<file path="src/rtl/core/i2cm_pkg.sv">
`timescale 1ns / 1ps
// ----------------------------------------------------------------------------
// i2cm_pkg: shared types and constants for the i2c master register access unit
// Word layouts of both channels, bus phase codes and register map.
// ----------------------------------------------------------------------------
package i2cm_pkg;

    // register map, index is paddr[2]
    localparam logic REG_IDX_HALF_PERIOD = 1'b0;
    localparam logic REG_IDX_ACK_TIMEOUT = 1'b1;
    localparam int   PADDR_W             = 3;

    // register reset values
    localparam logic [15:0] HALF_PERIOD_RST = 16'd5;
    localparam logic [7:0]  ACK_TIMEOUT_RST = 8'd250;

    // one tick of the bus, as presented on the input channel
    typedef struct packed {
        logic       go;
        logic       command;
        logic [6:0] dev_id;
        logic [7:0] reg_index;
        logic [7:0] write_data;
        logic [7:0] length;
        logic       sda_in;
    } t_in_word;

    // pin levels and status of one tick
    typedef struct packed {
        logic       scl_release;
        logic       sda_release;
        logic       busy_res;
        logic [7:0] read_data;
        logic       read_valid;
        logic       read_last;
        logic       nack_error;
    } t_out_word;

    // bus phases, one-hot
    typedef enum logic [16:0] {
        PH_IDLE     = 17'b00000000000000001,
        PH_S_SETUP  = 17'b00000000000000010,
        PH_S_HOLD   = 17'b00000000000000100,
        PH_TX_LOW   = 17'b00000000000001000,
        PH_TX_HIGH  = 17'b00000000000010000,
        PH_ACK_LOW  = 17'b00000000000100000,
        PH_ACK_HIGH = 17'b00000000001000000,
        PH_RS_PREP  = 17'b00000000010000000,
        PH_RS_SETUP = 17'b00000000100000000,
        PH_RS_HOLD  = 17'b00000001000000000,
        PH_RX_LOW   = 17'b00000010000000000,
        PH_RX_HIGH  = 17'b00000100000000000,
        PH_MA_LOW   = 17'b00001000000000000,
        PH_MA_HIGH  = 17'b00010000000000000,
        PH_P_LOW    = 17'b00100000000000000,
        PH_P_HIGH   = 17'b01000000000000000,
        PH_P_REL    = 17'b10000000000000000
    } t_phase;

    // which byte is being sent out
    typedef enum logic [1:0] {
        KIND_DEVW = 2'd0,
        KIND_REG  = 2'd1,
        KIND_DAT  = 2'd2,
        KIND_DEVR = 2'd3
    } t_byte_kind;

endpackage

</file>
<file path="src/rtl/core/i2cm_core.sv">
`timescale 1ns / 1ps
// ----------------------------------------------------------------------------
// i2cm_core: bus phase sequencer
// Holds the transfer state and works out the pin levels and status of one
// tick; the state advances on every accepted word.
// ----------------------------------------------------------------------------
module i2cm_core (
    input  logic               i_clk,
    input  logic               i_rst_n,
    input  logic               i_step,
    input  i2cm_pkg::t_in_word i_word,
    input  logic [15:0]        i_half_period,
    input  logic [7:0]         i_ack_timeout,
    output i2cm_pkg::t_out_word o_result
);
    import i2cm_pkg::*;

    t_phase     r_phase, n_phase, c_phase;
    t_byte_kind r_kind, n_kind;
    logic [15:0] r_tick, n_tick, c_tick;
    logic [7:0]  r_poll, n_poll, c_poll;
    logic [2:0]  r_bit, n_bit, c_bit;
    logic [7:0]  r_shift, n_shift, c_shift;
    logic [7:0]  r_left, n_left, c_left;
    logic [6:0]  r_dev, n_dev, c_dev;
    logic [7:0]  r_reg, n_reg, c_reg;
    logic [7:0]  r_dat, n_dat, c_dat;
    logic        r_rd, n_rd, c_rd;
    logic        r_err, n_err, c_err;

    logic        start;
    logic [15:0] hp;
    logic [7:0]  lim;
    logic [15:0] tick_inc;
    logic        tick_done;
    logic [15:0] tick_next;
    logic [7:0]  poll_inc;
    logic        poll_fail;
    logic [7:0]  rx_shift;
    logic        last_byte;
    t_out_word   res;

    // start of a transaction takes the command in the same tick
    assign start = (r_phase == PH_IDLE) && i_word.go;

    always_comb begin
        c_phase = r_phase;
        c_tick  = r_tick;
        c_poll  = r_poll;
        c_bit   = r_bit;
        c_shift = r_shift;
        c_left  = r_left;
        c_dev   = r_dev;
        c_reg   = r_reg;
        c_dat   = r_dat;
        c_rd    = r_rd;
        c_err   = r_err;
        if (start) begin
            c_phase = PH_S_SETUP;
            c_tick  = '0;
            c_poll  = '0;
            c_bit   = '0;
            c_shift = '0;
            c_left  = (i_word.length == 8'd0) ? 8'd1 : i_word.length;
            c_dev   = i_word.dev_id;
            c_reg   = i_word.reg_index;
            c_dat   = i_word.write_data;
            c_rd    = i_word.command;
            c_err   = 1'b0;
        end
    end

    // phase timer and ack poll counter
    assign hp        = (i_half_period == 16'd0) ? 16'd1 : i_half_period;
    assign lim       = (i_ack_timeout == 8'd0) ? 8'd1 : i_ack_timeout;
    assign tick_inc  = c_tick + 16'd1;
    assign tick_done = (tick_inc >= hp) || (tick_inc == 16'd0);
    assign tick_next = tick_done ? 16'd0 : tick_inc;
    assign poll_inc  = c_poll + 8'd1;
    assign poll_fail = (poll_inc >= lim) || (poll_inc == 8'd0);
    assign rx_shift  = {c_shift[6:0], i_word.sda_in};
    assign last_byte = (c_left <= 8'd1);

    // next state and pin levels of this tick
    always_comb begin
        n_phase = c_phase;
        n_kind  = r_kind;
        n_tick  = c_tick;
        n_poll  = c_poll;
        n_bit   = c_bit;
        n_shift = c_shift;
        n_left  = c_left;
        n_dev   = c_dev;
        n_reg   = c_reg;
        n_dat   = c_dat;
        n_rd    = c_rd;
        n_err   = c_err;
        res     = '0;
        res.scl_release = 1'b1;
        res.sda_release = 1'b1;
        res.busy_res    = (c_phase != PH_IDLE);

        unique case (c_phase)
            PH_IDLE: begin
            end
            PH_S_SETUP: begin
                n_tick = tick_next;
                if (tick_done) begin
                    n_phase = PH_S_HOLD;
                end
            end
            PH_S_HOLD: begin
                res.sda_release = 1'b0;
                n_tick = tick_next;
                if (tick_done) begin
                    n_shift = {c_dev, 1'b0};
                    n_bit   = '0;
                    n_kind  = KIND_DEVW;
                    n_phase = PH_TX_LOW;
                end
            end
            PH_TX_LOW: begin
                res.scl_release = 1'b0;
                res.sda_release = c_shift[7];
                n_tick = tick_next;
                if (tick_done) begin
                    n_phase = PH_TX_HIGH;
                end
            end
            PH_TX_HIGH: begin
                res.sda_release = c_shift[7];
                n_tick = tick_next;
                if (tick_done) begin
                    n_shift = {c_shift[6:0], 1'b0};
                    n_bit   = c_bit + 3'd1;
                    n_phase = (c_bit == 3'd7) ? PH_ACK_LOW : PH_TX_LOW;
                end
            end
            PH_ACK_LOW: begin
                res.scl_release = 1'b0;
                n_tick = tick_next;
                if (tick_done) begin
                    n_poll  = '0;
                    n_phase = PH_ACK_HIGH;
                end
            end
            PH_ACK_HIGH: begin
                if (!i_word.sda_in) begin
                    n_poll = '0;
                    n_tick = '0;
                    case (r_kind)
                        KIND_DEVW: begin
                            n_shift = c_reg;
                            n_kind  = KIND_REG;
                            n_phase = PH_TX_LOW;
                        end
                        KIND_REG: begin
                            if (c_rd) begin
                                n_phase = PH_RS_PREP;
                            end else begin
                                n_shift = c_dat;
                                n_kind  = KIND_DAT;
                                n_phase = PH_TX_LOW;
                            end
                        end
                        KIND_DAT: begin
                            n_phase = PH_P_LOW;
                        end
                        default: begin
                            n_shift = '0;
                            n_bit   = '0;
                            n_phase = PH_RX_LOW;
                        end
                    endcase
                end else if (poll_fail) begin
                    n_poll  = '0;
                    n_err   = 1'b1;
                    n_tick  = '0;
                    n_phase = PH_P_LOW;
                end else begin
                    n_poll = poll_inc;
                end
            end
            PH_RS_PREP: begin
                res.scl_release = 1'b0;
                n_tick = tick_next;
                if (tick_done) begin
                    n_phase = PH_RS_SETUP;
                end
            end
            PH_RS_SETUP: begin
                n_tick = tick_next;
                if (tick_done) begin
                    n_phase = PH_RS_HOLD;
                end
            end
            PH_RS_HOLD: begin
                res.sda_release = 1'b0;
                n_tick = tick_next;
                if (tick_done) begin
                    n_shift = {c_dev, 1'b1};
                    n_bit   = '0;
                    n_kind  = KIND_DEVR;
                    n_phase = PH_TX_LOW;
                end
            end
            PH_RX_LOW: begin
                res.scl_release = 1'b0;
                n_tick = tick_next;
                if (tick_done) begin
                    n_phase = PH_RX_HIGH;
                end
            end
            PH_RX_HIGH: begin
                n_tick = tick_next;
                if (tick_done) begin
                    n_shift = rx_shift;
                    n_bit   = c_bit + 3'd1;
                    if (c_bit == 3'd7) begin
                        res.read_data  = rx_shift;
                        res.read_valid = 1'b1;
                        res.read_last  = last_byte;
                        n_phase = PH_MA_LOW;
                    end else begin
                        n_phase = PH_RX_LOW;
                    end
                end
            end
            PH_MA_LOW: begin
                res.scl_release = 1'b0;
                res.sda_release = last_byte;
                n_tick = tick_next;
                if (tick_done) begin
                    n_phase = PH_MA_HIGH;
                end
            end
            PH_MA_HIGH: begin
                res.sda_release = last_byte;
                n_tick = tick_next;
                if (tick_done) begin
                    if (last_byte) begin
                        n_left  = '0;
                        n_phase = PH_P_LOW;
                    end else begin
                        n_left  = c_left - 8'd1;
                        n_shift = '0;
                        n_phase = PH_RX_LOW;
                    end
                end
            end
            PH_P_LOW: begin
                res.scl_release = 1'b0;
                res.sda_release = 1'b0;
                n_tick = tick_next;
                if (tick_done) begin
                    n_phase = PH_P_HIGH;
                end
            end
            PH_P_HIGH: begin
                res.sda_release = 1'b0;
                n_tick = tick_next;
                if (tick_done) begin
                    n_phase = PH_P_REL;
                end
            end
            PH_P_REL: begin
                n_tick = tick_next;
                if (tick_done) begin
                    n_phase = PH_IDLE;
                end
            end
            default: begin
                res.busy_res = 1'b0;
                n_tick  = '0;
                n_phase = PH_IDLE;
            end
        endcase
        res.nack_error = n_err;
    end

    assign o_result = res;

    // state registers, advance once per accepted word
    always_ff @(posedge i_clk) begin
        if (!i_rst_n) begin
            r_phase <= PH_IDLE;
            r_kind  <= KIND_DEVW;
            r_tick  <= '0;
            r_poll  <= '0;
            r_bit   <= '0;
            r_shift <= '0;
            r_left  <= '0;
            r_dev   <= '0;
            r_reg   <= '0;
            r_dat   <= '0;
            r_rd    <= 1'b0;
            r_err   <= 1'b0;
        end else if (i_step) begin
            r_phase <= n_phase;
            r_kind  <= n_kind;
            r_tick  <= n_tick;
            r_poll  <= n_poll;
            r_bit   <= n_bit;
            r_shift <= n_shift;
            r_left  <= n_left;
            r_dev   <= n_dev;
            r_reg   <= n_reg;
            r_dat   <= n_dat;
            r_rd    <= n_rd;
            r_err   <= n_err;
        end
    end

endmodule

</file>
<file path="src/rtl/core/i2c_master_register_access_unit.sv">
`timescale 1ns / 1ps
// ----------------------------------------------------------------------------
// i2c_master_register_access_unit: i2c master for register write and read
// One input word is one bus tick; each word yields one output word with the
// pin levels, busy, received byte and error status of that tick.
// ----------------------------------------------------------------------------
//  channel   | direction | handshake                  | payload
//  ----------+-----------+----------------------------+------------------------
//  input     | in        | i_in_valid / o_in_stall    | i_in_word  (t_in_word)
//  output    | out       | o_out_valid / i_out_stall  | o_out_word (t_out_word)
//  config    | in        | psel, penable, pwrite      | paddr, pwdata, prdata
//
//  one word per cycle while the input is not stalled; a result is written to the
//  output register in the cycle after its word is accepted, by the single phase sequencer pass.
//  input is stalled only while the output register is full and stalled.
//  synchronous active-low reset returns the sequencer to idle and the
//  registers to half_period 5, ack_timeout 250.
// ----------------------------------------------------------------------------
module i2c_master_register_access_unit #(
    parameter logic [15:0] HALF_PERIOD_INIT = i2cm_pkg::HALF_PERIOD_RST,
    parameter logic [7:0]  ACK_TIMEOUT_INIT = i2cm_pkg::ACK_TIMEOUT_RST
) (
    input  logic                            i_clk,
    input  logic                            i_rst_n,
    input  logic                            i_in_valid,
    output logic                            o_in_stall,
    input  i2cm_pkg::t_in_word              i_in_word,
    output logic                            o_out_valid,
    input  logic                            i_out_stall,
    output i2cm_pkg::t_out_word             o_out_word,
    input  logic                            psel,
    input  logic                            penable,
    input  logic                            pwrite,
    input  logic [i2cm_pkg::PADDR_W-1:0]    paddr,
    input  logic [31:0]                     pwdata,
    output logic [31:0]                     prdata,
    output logic                            pready
);
    import i2cm_pkg::*;

    logic [15:0] r_half_period;
    logic [7:0]  r_ack_timeout;
    logic        r_out_valid;
    t_out_word   r_out_word;
    logic        in_accept;
    logic        cfg_write;
    t_out_word   step_result;

    // handshake
    assign o_in_stall = r_out_valid && i_out_stall;
    assign in_accept  = i_in_valid && !o_in_stall;

    // configuration registers
    assign pready    = 1'b1;
    assign cfg_write = psel && penable && pwrite && pready;

    always_ff @(posedge i_clk) begin
        if (!i_rst_n) begin
            r_half_period <= HALF_PERIOD_INIT;
            r_ack_timeout <= ACK_TIMEOUT_INIT;
        end else if (cfg_write) begin
            unique case (paddr[2])
                REG_IDX_HALF_PERIOD: r_half_period <= pwdata[15:0];
                REG_IDX_ACK_TIMEOUT: r_ack_timeout <= pwdata[7:0];
                default: begin
                end
            endcase
        end
    end

    // register read back
    always_comb begin
        prdata = '0;
        unique case (paddr[2])
            REG_IDX_HALF_PERIOD: prdata = {16'd0, r_half_period};
            REG_IDX_ACK_TIMEOUT: prdata = {24'd0, r_ack_timeout};
            default: prdata = '0;
        endcase
    end

    // phase sequencer
    i2cm_core u_core (
        .i_clk         (i_clk),
        .i_rst_n       (i_rst_n),
        .i_step        (in_accept),
        .i_word        (i_in_word),
        .i_half_period (r_half_period),
        .i_ack_timeout (r_ack_timeout),
        .o_result      (step_result)
    );

    // output register
    always_ff @(posedge i_clk) begin
        if (!i_rst_n) begin
            r_out_valid <= 1'b0;
        end else if (in_accept) begin
            r_out_valid <= 1'b1;
        end else if (!i_out_stall) begin
            r_out_valid <= 1'b0;
        end
    end

    always_ff @(posedge i_clk) begin
        if (in_accept) begin
            r_out_word <= step_result;
        end
    end

    assign o_out_valid = r_out_valid;
    assign o_out_word  = r_out_word;

endmodule

</file>
<file path="config.mk">
export PLATFORM = sky130hd
export DESIGN_NAME = i2c_master_register_access_unit
export DESIGN_NICKNAME = d
export VERILOG_FILES = /design/src/rtl/core/i2cm_pkg.sv /design/src/rtl/core/i2cm_core.sv /design/src/rtl/core/i2c_master_register_access_unit.sv
export SDC_FILE = /design/constraint.sdc
export NUM_CORES = 1
export LEC_CHECK = 0
export ABC_AREA = 0
export BUFFER_PORTS_ARGS = -buffer_cell sky130_fd_sc_hd__buf_2
export CAP_MARGIN = 20
export CORE_AREA = 2 2 190 192
export DETAILED_ROUTE_END_ITERATION = 7
export DIE_AREA = 0 0 192 194
export GPL_TIMING_DRIVEN = 0
export HOLD_SLACK_MARGIN = 0.05
export SLEW_MARGIN = 20
export SYNTH_ARGS = -nofsm -noshare
export SYNTH_HDL_FRONTEND = slang
export SYNTH_HIERARCHICAL = 1
export SYNTH_SLANG_ARGS = --single-unit
</file>
<file path="constraint.sdc">
create_clock -name i_clk -period 12.3 [get_ports i_clk]
set_input_delay 1.845 -clock i_clk [delete_from_list [all_inputs] [get_ports i_clk]]
set_output_delay 1.845 -clock i_clk [all_outputs]
set_load 0.01 [all_outputs]
</file>
* Yosys cells after proc, flatten, opt, wreduce, memory -nomap -nowiden
Cells that the tools add are included.
** Word-level totals
- Register bits after elaboration :: 126
- Latch bits :: 0
- Bits in writable memories :: 0
- Memory bits (read-only) :: 0
- Input port bits :: 76
- Output and inout port bits :: 49
- Word-level logic and storage cells :: 164
- Memories kept :: 0
** Operators by class
- $add $sub $neg :: 4
- $mul :: 0
- Divide/modulo/power cells :: 0
- Magnitude comparators :: 3
- Equal/unequal tests :: 28
- Shift operators :: 0
- Mux-type cells :: 77
- Bitwise logic cells :: 1
- Reductions and logical operators :: 29
** Operators with widths (count)
- 2-to-1 mux 17 bit :: 17
- case mux 17 bit (16 select lines) :: 1
- 2-to-1 mux 8 bit :: 22
- 2-to-1 mux 16 bit :: 5
- case mux 32 bit (2 select lines) :: 1
- case mux 17 bit (3 select lines) :: 1
- case mux 16 bit (3 select lines) :: 1
- case mux 8 bit (6 select lines) :: 1
- equality test 17 x 1 -> 1 bit, second input constant :: 2
- zero test 16 bit :: 2
- zero test 8 bit :: 3
- case mux 8 bit (3 select lines) :: 1
- equality test 17 x 10 -> 1 bit, second input constant :: 1
- equality test 17 x 11 -> 1 bit, second input constant :: 1
- equality test 17 x 12 -> 1 bit, second input constant :: 1
- equality test 17 x 13 -> 1 bit, second input constant :: 1
- equality test 17 x 14 -> 1 bit, second input constant :: 1
- equality test 17 x 15 -> 1 bit, second input constant :: 1
- equality test 17 x 16 -> 1 bit, second input constant :: 1
- equality test 17 bit, second input constant :: 1
- equality test 17 x 2 -> 1 bit, second input constant :: 1
- equality test 17 x 3 -> 1 bit, second input constant :: 1
- equality test 17 x 4 -> 1 bit, second input constant :: 1
- equality test 17 x 5 -> 1 bit, second input constant :: 1
- 45 further kinds :: 73

* Longest topological paths before layout
- Depth after elaboration :: 9
- Depth in mapped cells :: 28
- Mapped depth without buffers :: 21

* Hierarchy
The synthesis kept the hierarchy.
** Modules (own cells, without submodules)
- i2cm_core :: times used 1, cells an instance 928, area an instance 6900.4 µm², sequential area each 1741.7 µm²
- i2c_master_register_access_unit :: times used 1, cells an instance 161, area an instance 1767.9 µm², sequential area each 920.9 µm²

* Least setup slack after synthesis
OpenSTA, ideal clock, no wires.
- Path type :: input port to flip-flop
- Start :: input i_in_word[33] (netlist name)
- End :: register u_core.r_bit[0]
- Arrival :: 6.251 ns
- Required time :: 12.176 ns
- Slack :: 5.925 ns
- Cell stages on the path :: 26
- Path buffers :: 6
- Path through :: nand3_1 -> or2_1 -> buf_6 -> clkbuf_1 -> clkbuf_1 -> and2_1 -> ha_1 -> and3_1 -> clkbuf_1 -> nand3_1 -> xor2_1 -> nor2_1 -> ha_1 -> and4_1 -> a2111oi_0 -> o21ai_0 -> a2111oi_0 -> o21a_1 -> nand2_4 -> inv_2 -> buf_6 -> buf_6 -> ha_1 -> inv_1 -> a221oi_1 -> a21oi_1
** On the way
- Word-level cells in the longest chain between the ends :: 7
- Elaborated cells on any way between the ends :: 21
- Classes of those cells :: 2 x add/sub; 1 x order compare; 5 x eq/ne; 8 x mux; 5 x reduce/logical
** RTL lines
- start: declaration :: RTL line i2c_master_register_access_unit.sv:27 : input i2cm_pkg::t_in_word i_in_word,
- logical AND 1 bit (*) :: RTL line i2cm_core.sv:44 : assign start = (r_phase == PH_IDLE) && i_word.go;
- 2-to-1 mux 16 bit :: RTL line i2cm_core.sv:58 : if (start) begin
- adder 16 x 1 -> 16 bit :: RTL line i2cm_core.sv:76 : assign tick_inc = c_tick + 16'd1;
- greater-or-equal comparator 16 bit / zero test 16 bit (equally long branches) :: RTL line i2cm_core.sv:77 : assign tick_done = (tick_inc >= hp) || (tick_inc == 16'd0);
- logical OR 1 bit :: RTL line i2cm_core.sv:77
- 2-to-1 mux 3 bit, on equally long branches
- case mux 3 bit (3 select lines) (*) :: RTL line i2cm_core.sv:103 : unique case (c_phase)
- end signal: assignment :: RTL line i2cm_core.sv:303 : r_bit <= n_bit;
- end: declaration :: RTL line i2cm_core.sv:22 : logic [2:0] r_bit, n_bit, c_bit;
Mark *: on every way between the ends. The rest lies on a longest branch, timed or not.
A chain may end at the register's enable or synchronous reset.

* Final worst setup path
- Start :: input i_in_word[33] (netlist name)
- End :: register r_out_word, in the netlist o_out_word[9] (data pin)
** On the way
- Word-level cells in the longest chain between the ends :: 6
- Elaborated cells on any way between the ends :: 12
- Classes of those cells :: 1 x add/sub; 1 x order compare; 2 x eq/ne; 4 x mux; 4 x reduce/logical
** RTL lines
- logical AND 1 bit (*) :: RTL line i2cm_core.sv:44
- 2-to-1 mux 16 bit :: RTL line i2cm_core.sv:58
- adder 16 x 1 -> 16 bit :: RTL line i2cm_core.sv:76
- greater-or-equal comparator 16 bit / zero test 16 bit (equally long branches) :: RTL line i2cm_core.sv:77
- logical OR 1 bit :: RTL line i2cm_core.sv:77
- AND reduction 3 bit (no line)
- end signal: assignment :: RTL line i2c_master_register_access_unit.sv:105 : r_out_word <= step_result;
- end: declaration :: RTL line i2c_master_register_access_unit.sv:44 : t_out_word r_out_word;
Marks and branches as above.

==> impl_metrics.toml <==
[layout]
fin_area_um2 = 10400
drive_gt1_share_pct = 17.2
nets = 1318
layout_common_cells = "167 x nand2_1, 112 x dfxtp_1, 97 x buf_2"
layout.area.seq_um2 = 2660
final_util_pct = 29.5
largest_register_ffs = 17
fillerInstances = 3822
top_register = "u_core/r_phase"
reg.largest.list = "u_core/r_phase x17, r_half_period x16, u_core/r_tick x16"
final_common_cell = "nand2_1"
multi_input_area_um2 = 5520
instances_no_fill = 1685
area_delta_synth_final_pct = 20.0

[floorplan]
ioPinCount = 125
die_y_um = 194
dieWidth_um = 192
coreArea_um2 = 35200
die_area_um2 = 37200
core.rowCount = 69
initial_core_util_pct = 24.6

[timing]
fin_ws_ns = 4.56
setup_viol = 0
hold_viol = 0
tns_ns = 0
relSlewSlack_pct = 19.6
worst_slew_pin_slew_ns = 1.20
max_freq_ghz = 0.129
slew_violations = 0
finalCritPeriodShare_pct = 63.0
rsz0062_at_grt = "no"
skew_ns = 0.0125
min_period_ns = 7.74

[worst_setup_path]
cp-end-kind = "register"
crit_type = "input pin to register"
reg2reg_depth = 24
r2r-start = "u_core/r_phase[3]$_SDFFE_PN0P_"
r2r_slack_ns = 5.28
crit_start = "i_in_word[33]"
worstReg2RegEnd = "o_out_word[9]$_DFFE_PP_"
max_stage_delay_ns = 0.58
path_max_fanout = 10
cp-start-kind = "input pin"
crit_required_ns = 12.48
slowest_stage = "clkbuf_1"
critPathArrivalTime_ns = 7.93
crit_chain = "buf_2 > nand3_1 > or2_1 > buf_6 > clkbuf_1 > clkbuf_1 > and2_1 > ha_1 > and3_1 > clkbuf_1 > nand3_1 > xor2_1 > nor2_1 > ha_1 > and4_1 > a2111oi_0 > o21ai_0 > a2111oi_0 > o21a_1 > nand2_4 > buf_4 > nand3_1 > inv_1 > and3_1"
crit_end = "o_out_word[9]$_DFFE_PP_"

[route]
firstDrtPassIters = 5
dr_total_vias = 8719
drt_iter0_markers = 925
wl_um = 29400
via_per_inst = 5.17
drcViolationCount = 0
postRouteAntennaNets = 0
routedWlPerCell_um = 17.4

[synth]
synth_seq_area_share_pct = 30.7
synth_area_leaders = "dfxtp_1 26%, nand2_1 7.2%, edfxtp_1 4.8%, ha_1 4.6%, a21oi_1 4.3%"
ys_types = 87
netlist.area_leader.share_pct = 25.9
yosysTopAreaCell = "dfxtp_1"
ys_ff_latch = 126
synth-edff-count = 14
syn_area_um2 = 8670
synth.yosys.warnings = 6
async_flop_share_pct = 0
syn_area_per_cell_um2 = 7.96
syn_inst = 1089
ys.flop_type = "dfxtp_1"

[run]
cap_violations = 0

[clock_tree]
clk_latency_ns = 0.44
post_cts_buffers = 0
cts_buffers = 17
cts_htree_levels = 4
clock_path_buffers = 2
cts_resized = 0
clock-sinks = 126
clk_pin_slew_ns = 0.05
cts_root_buf = "clkbuf_16"
cts_hold_buffers = 0
cts_tree = "built"

[run_status]
status = "finished, final reports clean"

[grt]
antenna_found_initial = 2
grt_max_degree = 21
grt_overflow = 0
grt_usage_pct = 15.8
grt_pass1_vias = 8370
grt_pass1_wl_um = 46300

[placed_design]
dp.cells = 1652
placed_area_um2 = 9770
place_ws_ns = 4.20
port_buffers = 86
gp_congestion = 0.952
dp_hpwl_um = 22000

[min_path]
hold_path_class = "register to register"

[power_and_ir_drop]
p_leak_nw = 4.14
ir_drop_mv = 0.0921
p_per_area_nw_per_um2 = 110
[power by group]
group / leakage [nW] / internal (mW) / switching (mW) / total (mW)
Clock: 0.298 / 0.349 / 0.191 / 0.540
Sequential: 1.04 / 0.427 / 0.00806 / 0.435
Combinational: 2.81 / 0.0596 / 0.105 / 0.165
Total: 4.14 / 0.836 / 0.304 / 1.14
[Yosys cell counts (all sizes together), types with 8 or more instances]
cell,count
a21oi,76
inv,36
nor3,32
clkbuf,39
or2,8
nand2b,13
nand2,169
xor2,10
a211oi,8
nand4,19
a221oi,10
nor4,22
and2,15
mux2,16
buf,38
and3,11
dfxtp,112
a21o,13
o21ai,51
a31oi,15
mux2i,35
o2bb2ai,9
edfxtp,14
ha,32
nor2,85
nand3,31
a22o,12
o31ai,9
nor2b,40
xnor2,12
[critical path: cells and delay by family]
| kind | cells | cell delay [ns] |
|---|---|---|
| AO/OA/AOI/OAI | 4 | 1.46 |
| XOR/XNOR | 1 | 0.17 |
| adder cells (fa/ha/maj) | 2 | 0.62 |
| AND/OR/NAND/NOR | 10 | 1.77 |
| buffers and inverters | 7 | 2.01 |
[how the worst min path moves through the flow]
stage / from / endpoint / slack, ns / cells after the start
after global routing: u_core/r_dat[1]$_SDFFE_PN0P_ / u_core/r_dat[1]$_SDFFE_PN0P_ / 0.47 / 2
after detailed placement: u_core/r_dev[0]$_SDFFE_PN0P_ / u_core/r_dev[0]$_SDFFE_PN0P_ / 0.44 / 2
after CTS: u_core/r_dev[0]$_SDFFE_PN0P_ / u_core/r_dev[0]$_SDFFE_PN0P_ / 0.45 / 2
after global placement: u_core/r_dat[4]$_SDFFE_PN0P_ / u_core/r_dat[4]$_SDFFE_PN0P_ / 0.44 / 2
final: u_core/r_dat[2]$_SDFFE_PN0P_ / u_core/r_dat[2]$_SDFFE_PN0P_ / 0.45 / 2
after floorplan: u_core/r_dat[1]$_SDFFE_PN0P_ / u_core/r_dat[1]$_SDFFE_PN0P_ / 0.43 / 2
[layout make-up]
type	count	area share, %
Inverter	36	1.30
Timing Repair Buffer	87	4.33
Antenna cell	1	0.0241
Clock buffer	21	4.44
Clock inverter	11	1.56
Sequential cell	126	25.6
Buffer	77	4.19
Tap cell	461	5.54
Multi-Input combinational cell	865	53.0
[through the flow]
| step | hold WS, ns | power [mW] |
|---|---|---|
| 2_1_floorplan | 0.427 | 0.549 |
| 3_3_place_gp | 0.435 | 0.603 |
| 6_report | 0.449 | 1.14 |
| 5_1_grt | 0.466 | 1.18 |
| 3_5_place_dp | 0.445 | 0.605 |
| 4_1_cts | 0.452 | 1.15 |
[kinds of logic (layout without fill, tap and decap cells)]
logic type,Yosys count,count (layout),share of synthesized area [%]
buf+inv,113,232,6.58
flops,126,126,30.7
xor+xnor,22,22,2.22
simple gates,469,469,27.5
other cells,2,18,0.0866
mux,52,52,6.47
compound gates,273,273,21.8
fa+ha+maj,32,32,4.62
[layer usage]
metal	GRT usage (%)	part of all wire, %
met2	25.6	47
met5	0	0
met1	21.1	44
met4	5.15	2.3
met3	2.81	6.9
(Power assumes the default switching activity.)
